File: src/rtl/packet_header_parser_top_macros.svh
// ---------------------------------------------------------------------------
// Assertion macros shared by the header parser modules.
// Each macro expects clk and rst in scope; checks are off during reset.
// ---------------------------------------------------------------------------
`ifndef PACKET_HEADER_PARSER_TOP_MACROS_SVH
`define PACKET_HEADER_PARSER_TOP_MACROS_SVH

// Check that cond holds in the same cycle as ante.
`define PHDR_ASSERT_SAME(label, ante, cond, msg) \
  label: assert property (@(posedge clk) disable iff (rst) (ante) |-> (cond)) \
    else $error(msg);

// Check that cond holds in the cycle after ante.
`define PHDR_ASSERT_NEXT(label, ante, cond, msg) \
  label: assert property (@(posedge clk) disable iff (rst) (ante) |=> (cond)) \
    else $error(msg);

`endif

File: src/rtl/phdr_pkg.sv
// ---------------------------------------------------------------------------
// phdr_pkg
// Types, codes and helpers for the packet header parser.
// ---------------------------------------------------------------------------
`timescale 1ns / 1ps

package phdr_pkg;

  // Width of the indeterminate-length byte counter
  localparam int COUNT_BITS = 32;
  localparam int BODY_W     = 32;

  // Parser phase codes
  localparam logic [2:0] PH_IDLE  = 3'd0;
  localparam logic [2:0] PH_NEW1  = 3'd1;
  localparam logic [2:0] PH_NEW2  = 3'd2;
  localparam logic [2:0] PH_NEW5  = 3'd3;
  localparam logic [2:0] PH_LEG   = 3'd4;
  localparam logic [2:0] PH_COUNT = 3'd5;
  localparam logic [2:0] PH_SKIP  = 3'd6;

  // Result status codes
  localparam logic [1:0] ST_OK      = 2'd0;
  localparam logic [1:0] ST_BAD_NEW = 2'd1;
  localparam logic [1:0] ST_BAD_LEG = 2'd2;
  localparam logic [1:0] ST_UNKNOWN = 2'd3;

  // Legacy length-type codes
  localparam logic [1:0] LT_ONE   = 2'd0;
  localparam logic [1:0] LT_TWO   = 2'd1;
  localparam logic [1:0] LT_FOUR  = 2'd2;
  localparam logic [1:0] LT_INDET = 2'd3;

  // New-format first length octet thresholds
  localparam logic [7:0] NEW_FIVE_MARK   = 8'd255;
  localparam logic [7:0] NEW_PARTIAL_MIN = 8'd224;
  localparam logic [7:0] NEW_TWO_MIN     = 8'd192;

  // Header sizes in octets
  localparam logic [2:0] HDR_TAG_ONLY = 3'd1;
  localparam logic [2:0] HDR_ONE_LEN  = 3'd2;
  localparam logic [2:0] HDR_TWO_LEN  = 3'd3;
  localparam logic [2:0] HDR_FOUR_LEN = 3'd5;
  localparam logic [2:0] HDR_FIVE_LEN = 3'd6;

  typedef struct packed {
    logic [7:0] data_byte;
    logic       last_byte;
  } byte_item_t;

  typedef struct packed {
    logic [1:0]        status;
    logic [7:0]        tag_byte;
    logic [5:0]        pkt_type;
    logic              new_format;
    logic [2:0]        header_octets;
    logic [BODY_W-1:0] body_length;
    logic              partial_start;
    logic              indeterminate;
  } hdr_info_t;

  // Packet type field from a tag octet
  function automatic logic [5:0] type_of(input logic [7:0] tag);
    logic [5:0] t;
    if (tag[7] && tag[6]) begin
      t = tag[5:0];
    end else begin
      t = {2'b00, tag[5:2]};
    end
    return t;
  endfunction

  // Count of length octets for a legacy length type
  function automatic logic [2:0] leg_len_octets(input logic [1:0] lt);
    logic [2:0] n;
    case (lt)
      LT_ONE:  n = 3'd1;
      LT_TWO:  n = 3'd2;
      default: n = 3'd4;
    endcase
    return n;
  endfunction

  // Header size for a legacy length type
  function automatic logic [2:0] leg_hdr_octets(input logic [1:0] lt);
    logic [2:0] n;
    case (lt)
      LT_ONE:  n = HDR_ONE_LEN;
      LT_TWO:  n = HDR_TWO_LEN;
      default: n = HDR_FOUR_LEN;
    endcase
    return n;
  endfunction

endpackage

File: src/rtl/phdr_in_stage.sv
// ---------------------------------------------------------------------------
// phdr_in_stage
// Input register: holds one byte transfer until the parser consumes it.
// ---------------------------------------------------------------------------
`timescale 1ns / 1ps

module phdr_in_stage import phdr_pkg::*; (
  input  logic       clk,
  input  logic       rst,
  input  logic       byte_valid,
  output logic       byte_ready,
  input  byte_item_t byte_item,
  input  logic       advance,
  output logic       held,
  output byte_item_t item
);

  // Take a new byte when empty or when the held byte moves on this cycle
  assign byte_ready = !held || advance;

  // Track occupancy
  always_ff @(posedge clk) begin
    if (rst) begin
      held <= 1'b0;
    end else if (byte_ready) begin
      held <= byte_valid;
    end
  end

  // Capture payload
  always_ff @(posedge clk) begin
    if (byte_valid && byte_ready) begin
      item <= byte_item;
    end
  end

endmodule

File: src/rtl/phdr_parse.sv
// ---------------------------------------------------------------------------
// phdr_parse
// Header state machine: walks the tag and length octets of one buffer
// and forms the header result on the byte that completes it.
// ---------------------------------------------------------------------------
`timescale 1ns / 1ps
`include "packet_header_parser_top_macros.svh"

module phdr_parse import phdr_pkg::*; (
  input  logic       clk,
  input  logic       rst,
  input  logic       fire,
  input  byte_item_t item,
  output logic       res_valid,
  output hdr_info_t  res
);

  logic [2:0]            phase;
  logic [2:0]            phase_next;
  logic [7:0]            saved_tag;
  logic [7:0]            saved_tag_next;
  logic [BODY_W-1:0]     length_accum;
  logic [BODY_W-1:0]     length_accum_next;
  logic [2:0]            bytes_left;
  logic [2:0]            bytes_left_next;
  logic [COUNT_BITS-1:0] buffer_count;
  logic [COUNT_BITS-1:0] buffer_count_next;

  logic              emit;
  logic [1:0]        st;
  logic [2:0]        hdr;
  logic [BODY_W-1:0] body;
  logic              part;
  logic              indet;
  logic [7:0]        tag_now;
  logic [7:0]        b;
  logic              last;
  logic [2:0]        after;
  logic [2:0]        left_dec;
  logic [BODY_W-1:0] accum_shift;

  assign b           = item.data_byte;
  assign last        = item.last_byte;
  assign after       = last ? PH_IDLE : PH_SKIP;
  assign left_dec    = bytes_left - 3'd1;
  assign accum_shift = {length_accum[BODY_W-9:0], b};
  assign tag_now     = (phase == PH_IDLE) ? b : saved_tag;

  // Decode one byte against the current phase
  always_comb begin
    phase_next        = phase;
    saved_tag_next    = saved_tag;
    length_accum_next = length_accum;
    bytes_left_next   = bytes_left;
    buffer_count_next = buffer_count;
    emit  = 1'b0;
    st    = ST_OK;
    hdr   = 3'd0;
    body  = '0;
    part  = 1'b0;
    indet = 1'b0;
    unique case (phase) inside
      PH_IDLE: begin
        saved_tag_next    = b;
        length_accum_next = '0;
        bytes_left_next   = 3'd0;
        buffer_count_next = COUNT_BITS'(1);
        if (!b[7]) begin
          emit       = 1'b1;
          st         = ST_UNKNOWN;
          phase_next = after;
        end else if (b[6]) begin
          if (last) begin
            emit       = 1'b1;
            st         = ST_BAD_NEW;
            phase_next = PH_IDLE;
          end else begin
            phase_next = PH_NEW1;
          end
        end else if (b[1:0] == LT_INDET) begin
          if (last) begin
            emit       = 1'b1;
            hdr        = HDR_TAG_ONLY;
            indet      = 1'b1;
            phase_next = PH_IDLE;
          end else begin
            phase_next = PH_COUNT;
          end
        end else if (last) begin
          emit       = 1'b1;
          st         = ST_BAD_LEG;
          phase_next = PH_IDLE;
        end else begin
          bytes_left_next = leg_len_octets(b[1:0]);
          phase_next      = PH_LEG;
        end
      end
      PH_NEW1: begin
        if (b == NEW_FIVE_MARK) begin
          if (last) begin
            emit       = 1'b1;
            st         = ST_BAD_NEW;
            phase_next = PH_IDLE;
          end else begin
            length_accum_next = '0;
            bytes_left_next   = 3'd4;
            phase_next        = PH_NEW5;
          end
        end else if (b >= NEW_PARTIAL_MIN) begin
          emit       = 1'b1;
          hdr        = HDR_ONE_LEN;
          body       = BODY_W'(1) << b[4:0];
          part       = 1'b1;
          phase_next = after;
        end else if (b >= NEW_TWO_MIN) begin
          if (last) begin
            emit       = 1'b1;
            st         = ST_BAD_NEW;
            phase_next = PH_IDLE;
          end else begin
            length_accum_next = BODY_W'(b);
            phase_next        = PH_NEW2;
          end
        end else begin
          emit       = 1'b1;
          hdr        = HDR_ONE_LEN;
          body       = BODY_W'(b);
          phase_next = after;
        end
      end
      PH_NEW2: begin
        emit       = 1'b1;
        hdr        = HDR_TWO_LEN;
        body       = ((BODY_W'(length_accum[7:0]) - BODY_W'(NEW_TWO_MIN)) << 8)
                     + BODY_W'(b) + BODY_W'(NEW_TWO_MIN);
        phase_next = after;
      end
      PH_NEW5, PH_LEG: begin
        length_accum_next = accum_shift;
        bytes_left_next   = left_dec;
        if (left_dec == 3'd0) begin
          emit       = 1'b1;
          hdr        = (phase == PH_NEW5) ? HDR_FIVE_LEN : leg_hdr_octets(saved_tag[1:0]);
          body       = accum_shift;
          phase_next = after;
        end else if (last) begin
          emit       = 1'b1;
          st         = (phase == PH_NEW5) ? ST_BAD_NEW : ST_BAD_LEG;
          phase_next = PH_IDLE;
        end
      end
      PH_COUNT: begin
        buffer_count_next = buffer_count + COUNT_BITS'(1);
        if (last) begin
          // count minus one before the bump equals the old count
          emit       = 1'b1;
          hdr        = HDR_TAG_ONLY;
          body       = BODY_W'(buffer_count);
          indet      = 1'b1;
          phase_next = PH_IDLE;
        end
      end
      PH_SKIP: begin
        if (last) begin
          phase_next = PH_IDLE;
        end
      end
      default: begin
        phase_next = PH_IDLE;
      end
    endcase
  end

  // Advance control state on each consumed byte
  always_ff @(posedge clk) begin
    if (rst) begin
      phase        <= PH_IDLE;
      saved_tag    <= '0;
      length_accum <= '0;
      bytes_left   <= '0;
      buffer_count <= '0;
    end else if (fire) begin
      phase        <= phase_next;
      saved_tag    <= saved_tag_next;
      length_accum <= length_accum_next;
      bytes_left   <= bytes_left_next;
      buffer_count <= buffer_count_next;
    end
  end

  // Form the result fields
  assign res_valid         = fire && emit;
  assign res.status        = st;
  assign res.tag_byte      = tag_now;
  assign res.pkt_type      = tag_now[7] ? type_of(tag_now) : 6'd0;
  assign res.new_format    = tag_now[7] && tag_now[6];
  assign res.header_octets = hdr;
  assign res.body_length   = body;
  assign res.partial_start = part;
  assign res.indeterminate = indet;

  `PHDR_ASSERT_SAME(a_ok_has_header, res_valid && res.status == ST_OK,
    res.header_octets != 3'd0, "good header reported with zero size")
  `PHDR_ASSERT_SAME(a_err_no_body, res_valid && res.status != ST_OK,
    res.body_length == '0 && res.header_octets == 3'd0, "error carries length")
  `PHDR_ASSERT_SAME(a_skip_silent, fire && phase == PH_SKIP,
    !res_valid, "result produced while skipping body bytes")
  `PHDR_ASSERT_NEXT(a_last_to_idle, fire && item.last_byte,
    phase == PH_IDLE, "parser not idle after last byte")

endmodule

File: src/rtl/phdr_out_reg.sv
// ---------------------------------------------------------------------------
// phdr_out_reg
// Result register: holds one header result until the consumer takes it.
// ---------------------------------------------------------------------------
`timescale 1ns / 1ps

module phdr_out_reg import phdr_pkg::*; (
  input  logic      clk,
  input  logic      rst,
  input  logic      fire,
  input  logic      res_valid,
  input  hdr_info_t res,
  output logic      free,
  output logic      hdr_valid,
  input  logic      hdr_ready,
  output hdr_info_t hdr_info
);

  // Room for a new result when empty or being drained
  assign free = !hdr_valid || hdr_ready;

  // Track occupancy
  always_ff @(posedge clk) begin
    if (rst) begin
      hdr_valid <= 1'b0;
    end else if (fire) begin
      hdr_valid <= res_valid;
    end else if (hdr_ready) begin
      hdr_valid <= 1'b0;
    end
  end

  // Capture result payload
  always_ff @(posedge clk) begin
    if (res_valid) begin
      hdr_info <= res;
    end
  end

endmodule

File: src/rtl/packet_header_parser_top.sv
// ---------------------------------------------------------------------------
// packet_header_parser_top
// Parses the packet header at the start of each byte buffer and reports
// tag, type, format, header size, body length and status.
// ---------------------------------------------------------------------------
// Channel   Direction  Handshake                 Payload
// byte      in         byte_valid / byte_ready   byte_item (data_byte, last_byte)
// hdr       out        hdr_valid  / hdr_ready    hdr_info (one result per header)
//
// One byte per cycle sustained while hdr_ready holds high; a byte passes the
// input register, then is decoded into the result register.
// The decode state machine advances once per byte, so it sets the rate.
// Reset (rst, synchronous) returns the parser to waiting for a tag.
// A stall on hdr_ready holds the input register; bytes keep flowing
// until both registers are full.
// ---------------------------------------------------------------------------
`timescale 1ns / 1ps

module packet_header_parser_top import phdr_pkg::*; (
  input  logic       clk,
  input  logic       rst,
  input  logic       byte_valid,
  output logic       byte_ready,
  input  byte_item_t byte_item,
  output logic       hdr_valid,
  input  logic       hdr_ready,
  output hdr_info_t  hdr_info
);

  logic       free;
  logic       held;
  logic       fire;
  byte_item_t item;
  logic       res_valid;
  hdr_info_t  res;

  // Consume the held byte whenever the result register has room
  assign fire = held && free;

  phdr_in_stage u_in (
    .clk        (clk),
    .rst        (rst),
    .byte_valid (byte_valid),
    .byte_ready (byte_ready),
    .byte_item  (byte_item),
    .advance    (free),
    .held       (held),
    .item       (item)
  );

  phdr_parse u_parse (
    .clk       (clk),
    .rst       (rst),
    .fire      (fire),
    .item      (item),
    .res_valid (res_valid),
    .res       (res)
  );

  phdr_out_reg u_out (
    .clk       (clk),
    .rst       (rst),
    .fire      (fire),
    .res_valid (res_valid),
    .res       (res),
    .free      (free),
    .hdr_valid (hdr_valid),
    .hdr_ready (hdr_ready),
    .hdr_info  (hdr_info)
  );

endmodule

File: config.mk
export PLATFORM = sky130hd
export DESIGN_NAME = packet_header_parser_top
export DESIGN_NICKNAME = d
export VERILOG_FILES = /design/src/rtl/phdr_pkg.sv /design/src/rtl/phdr_in_stage.sv /design/src/rtl/phdr_parse.sv /design/src/rtl/phdr_out_reg.sv /design/src/rtl/packet_header_parser_top.sv
export VERILOG_INCLUDE_DIRS = /design/src /design/src/rtl
export SDC_FILE = /design/constraint.sdc
export NUM_CORES = 1
export LEC_CHECK = 0
export BUFFER_PORTS_ARGS = -buffer_cell sky130_fd_sc_hd__buf_2
export CAP_MARGIN = 5
export CELL_PAD_IN_SITES_DETAIL_PLACEMENT = 0
export CELL_PAD_IN_SITES_GLOBAL_PLACEMENT = 2
export CORE_MARGIN = 4
export CORE_UTILIZATION = 40
export DETAILED_ROUTE_END_ITERATION = 8
export GPL_ROUTABILITY_DRIVEN = 1
export GPL_TIMING_DRIVEN = 0
export HOLD_SLACK_MARGIN = 0.02
export PLACE_DENSITY = 0.9
export SETUP_SLACK_MARGIN = 0.1
export SYNTH_ARGS = -nofsm -noshare
export SYNTH_HDL_FRONTEND = slang
export SYNTH_SLANG_ARGS = --single-unit
export TNS_END_PERCENT = 10
File: constraint.sdc
create_clock -name clk -period 6.3 [get_ports clk]
set_input_delay 1.26 -clock clk [delete_from_list [all_inputs] [get_ports clk]]
set_output_delay 1.26 -clock clk [all_outputs]
set_load 0.02 [all_outputs]
Word level (Yosys, flattened, before mapping)
Cells that the tools add are included.
{"block": "totals", "regBits": 135, "latchBits": 0, "ramBits": 0, "mem_bits_ro": 0, "input_bits": 13, "elab_cells": 140, "mem_count": 0}
{"block": "classes", "addsub": 5, "multipliers": 0, "div": 0, "order_cmp": 2, "n_eq_ne": 16, "shifts": 1, "muxes": 75, "bitwise": 1, "reduce_logical": 22}
{"op": "$mux W32", "count": 4}
{"op": "$pmux W32 S4", "count": 1}
{"op": "$mux W24", "count": 5}
{"op": "$mux W3", "count": 24}
{"op": "$pmux W24 S3", "count": 1}
{"op": "$pmux W32 S2", "count": 1}
{"op": "$add A32 B1 Y32 const B", "count": 1}
{"op": "$add A32 B8 Y32", "count": 1}
{"op": "$add A32 B8 Y32 const B", "count": 1}
{"op": "$shl A1 B5 Y32 const A", "count": 1}
{"op": "$pmux W3 S5", "count": 2}
{"op": "$mux W2", "count": 12}
{"op": "$ge A8 B8 Y1 const B", "count": 2}
{"op": "$mux W1", "count": 16}
{"op": "$mux W8", "count": 2}
{"op": "$pmux W3 S2", "count": 2}
{"op": "$eq A3 B3 Y1 const B", "count": 3}
{"op": "$ne A3 B3 Y1 const B", "count": 3}
{"op": "$pmux W3 S3", "count": 1}
{"op": "$sub A8 B8 Y9 const B", "count": 1}
{"op": "$eq A8 B8 Y1 const B", "count": 1}
{"op": "$eq A3 B2 Y1 const B", "count": 2}
{"op": "$logic_not A3 Y1", "count": 2}
{"op": "$pmux W2 S3", "count": 1}
{"op": "other kinds (20)", "count": 32}

Logic depth before layout (Yosys ltp)
{"block": "depth", "depth_word": 7, "ltp_mapped": 8}

Hierarchy
Synthesis repeated with hierarchy kept, for this count alone.
{"block": "hier_totals", "cells_unflattened": 720, "hier_area_um2": 6922.9}
{"module": "phdr_parse", "n_inst": 1, "cells_per_inst": 647, "area_each_um2": 4916.0}
{"module": "phdr_out_reg", "n_inst": 1, "cells_per_inst": 58, "area_each_um2": 1675.4}
{"module": "phdr_in_stage", "n_inst": 1, "cells_per_inst": 14, "area_each_um2": 325.3}
{"module": "packet_header_parser_top", "n_inst": 1, "cells_per_inst": 1, "area_each_um2": 6.3}

Least setup slack after synthesis
Ideal clock, no wire load.
{"block": "synth_timing", "path_kind": "input-to-reg", "start": "input hdr_ready", "end": "register, netlist name u_out.hdr_info[0]", "setup_ns": 0.466, "arrival_time_ns": 3.809, "slack_ns": 2.025, "stages": 3, "n_path_buf": 0, "cell_sequence": "nand2b_1 -> nand2_1 -> nor2_1"}
{"block": "synth_via", "elab_chain_cells": 3}
{"element": "start: declaration", "line": "packet_header_parser_top.sv:26", "text": "input logic hdr_ready,"}
{"element": "$logic_or A1 B1 Y1", "line": "phdr_out_reg.sv:20", "text": "assign free = !hdr_valid || hdr_ready;"}
{"element": "$logic_and A1 B1 Y1", "line": "packet_header_parser_top.sv:38", "text": "assign fire = held && free;"}
{"element": "$logic_and A1 B1 Y1", "line": "phdr_parse.sv:192", "text": "assign res_valid = fire && emit;"}
{"element": "net res_valid", "line": "packet_header_parser_top.sv:34", "text": "logic res_valid;"}
The timed path passes the listed nets, and every way through them passes these cells.
A chain may end at the register's enable or synchronous reset.

==> qor.txt <==
Total setup buffers inserted after CTS - 0
DRT iter0 DRCs - 619
Net Sw Power - 0.556 mW
WL final - 21,100 um
Area added between synthesis and finish - 17.9%
Yosys reg bits - 135
Seq/Total Area, Yosys - 0.499
Crit path arrival time - 3870 ps
First-pass GRT wire length - 32,600 um
Final slew viol count - 0
CTS resizes - 0
# IOs - 69
Crit end category - register
Clock slew at reported path FFs - 60 ps
Leak - 2.82 nW
DRT Pass-1 Iters - 5
PD cells - 269 nW/um^2
WL/cell - 20.7 um
Final core utilization - 0.489
Clock network fraction of total power - 0.449
Critical path peak fanout - 10
Switching part of the total power - 0.263
Clock Latency Late Sink - 430 ps
Crit share post-route - 0.592
Initial antenna violation count - 0
Vias/cell - 5.89
Global route overflow - 0
Die span in y - 137 um
Std-Cell Rows - 46
Root Buffer - clkbuf_16
Hold WC Path Type - reg -> reg
Int Power - 1.56 mW
CTS max path bufs - 2
H-tree depth - 4
Die W - 137 um
Post-synthesis cell area - 6680 sq um
Ranking of synthesized cells by area - edfxtp_1 (28%), dfxtp_1 (22%), a21oi_1 (5.2%)
Syn_nets - 731
Final setup fails - 0
CP Class - reg -> reg
MaxCap Viol Count - 0
Commonest cells after routing, fill and taps aside - buf_2 (75), nand2_1 (75), dfxtp_1 (72), a21oi_1 (70), edfxtp_1 (63)
Drt drc - 0
Vias - 6,022
Mean area per synthesized cell - 9.47 sq um
Final hold viol count - 0
CTS tree - done
ANT nets after route - 0
TritonCTS Buffers - 17
Worst rel slew slack - 0.349
Most area-hungry cell type in the Yosys netlist - edfxtp_1
Setup TNS - 0 ps
IO Port Bufs - 67
Comb pwr share - 0.096
Synth top area share - 0.283
Layout cells sized above 1 - 0.155
Cell count after synthesis - 706
Starting Density - 0.415
CP Launch Type - register
DP HPWL - 15,500 um
Nets - 818
Post-CTS Hold Buffers - 0
Fmax - 268 MHz
Post-route clock skew - 10.2 ps
Core ar. - 16,100 sq um
Number of enable flip-flop cells after synthesis - 63
Antenna cells - 0
Ys async rst share - 0
Most used DFF post-synth - dfxtp_1
RD Place Congestion - 0.934
RSZ-0062 raised after global routing - no
Required time worst endpoint - 6440 ps
Yosys warns - 0
Run status - finished clean
Number of global-route vias before repair - 5,723
Largest net degree at the start of global routing - 41
Sequential share of power - 0.455
Total Die Area - 18,800 sq um
Clk sinks - 135
Tot GR Track Use - 0.230
Worst ir drop on vdd - 198 uV
Unique cell type count in the Yosys netlist - 65
Post-route minimum period - 3730 ps
Worst slew pin tran - 975 ps
area by class of cell:
type	instances	area, sq um
clock inverters	14	126
repair buffers	68	355
fillers	1536	8230
plain buffers	46	184
multi-input cells	501	3080
well taps	216	270
clock buffers	18	439
inverters	24	90.1
flip-flops and latches	135	3330
registers in the layout (all words and copies together), names as in the netlist:
name / count
u_parse.length_accum: 24
u_in.item: 9
u_out.hdr_info: 54
u_parse.saved_tag: 8
u_parse.bytes_left: 3
u_parse.phase: 3
u_out.hdr_valid: 1
u_in.held: 1
u_parse.buffer_count: 32
power groups by stage:
stage,clock (mW),sequential [mW],combinational (mW)
3_3_place_gp,0,0.983,0.196
4_1_cts,0.967,0.964,0.201
6_report,0.950,0.964,0.204
3_5_place_dp,0,0.982,0.200
2_1_floorplan,0,1.00,0.108
5_1_grt,1.01,0.966,0.220
worst paths after layout:
kind / to / startpoint / cells after the start / slack [ps]
max: u_out.hdr_info[22]$_DFFE_PP_ / u_in.item[8]$_DFFE_PP_ / 8 / 2570
min reg2reg: u_parse.length_accum[18]$_SDFFE_PP0P_ / u_parse.length_accum[18]$_SDFFE_PP0P_ / 2 / 460
max reg2reg: u_out.hdr_info[22]$_DFFE_PP_ / u_in.item[8]$_DFFE_PP_ / 8 / 2570
min: u_parse.length_accum[18]$_SDFFE_PP0P_ / u_parse.length_accum[18]$_SDFFE_PP0P_ / 2 / 460
per-stage QoR:
step | area [sq um] | worst slack [ps] | std cells | hold WS, ps | total power, mW
2_1_floorplan | 6680 | 2020 | 706 | 432 | 1.11
3_3_place_gp | 7290 | 513 | 989 | 441 | 1.18
3_5_place_dp | 7320 | 2820 | 990 | 447 | 1.18
4_1_cts | 7880 | 2800 | 1022 | 455 | 2.13
5_1_grt | 7880 | 2460 | 1022 | 482 | 2.19
6_report | 7880 | 2570 | 1022 | 455 | 2.12
cells by family (layout without fill, tap and decap cells):
group	count (synthesis)	count (layout)	synth area share
and+or+nand+nor	272	272	0.206
AOI/OAI and AO/OA	185	185	0.185
DFF	135	135	0.499
buffers and inverters	70	170	0.0410
xor gates and xnor gates	16	16	0.0210
muxes	16	16	0.0247
adders and majority gates	12	12	0.0236
worst max-delay path: stages, from the launching register on:
cell      delay (ps)
edfxtp_1         580
clkbuf_1         570
inv_1            320
ha_1             320
nand3b_1         260
nor3_1           630
nand2_1          230
a222oi_1         360
o21ai_0          170
metal layers:
| layer | part of all wire | vias to the layer above | wire length, um | track usage |
|---|---|---|---|---|
| met4 | 0.025 | 0 | 532 | 0.0870 |
| met1 | 0.46 | 2925 | 9810 | 0.333 |
| met3 | 0.066 | 40 | 1390 | 0.0471 |
| met2 | 0.44 | 251 | 9380 | 0.340 |
| met5 | 0 | - | 0 | 0 |
| li1 | - | 2806 | - | - |
Yosys cell counts (4+ instances only):
master / number
xnor2_1: 13
nand4_1: 9
o311ai_0: 4
and2_1: 7
a211oi_1: 5
a21oi_1: 70
o221ai_1: 4
nand3_1: 39
nor4_1: 10
mux2_2: 4
a221oi_1: 4
nor2b_1: 4
a22oi_1: 16
nor3_1: 15
inv_1: 24
ha_1: 11
mux2i_1: 12
o21ai_0: 26
edfxtp_1: 63
o211ai_1: 16
nand2b_1: 8
o211a_1: 5
buf_2: 8
nor2_1: 56
a221o_1: 9
nor3b_1: 6
dfxtp_1: 72
and4_1: 4
and3_1: 7
or3_1: 15
clkbuf_1: 35
nand2_1: 75
No activity file was read; power rests on OpenSTA's default activity.
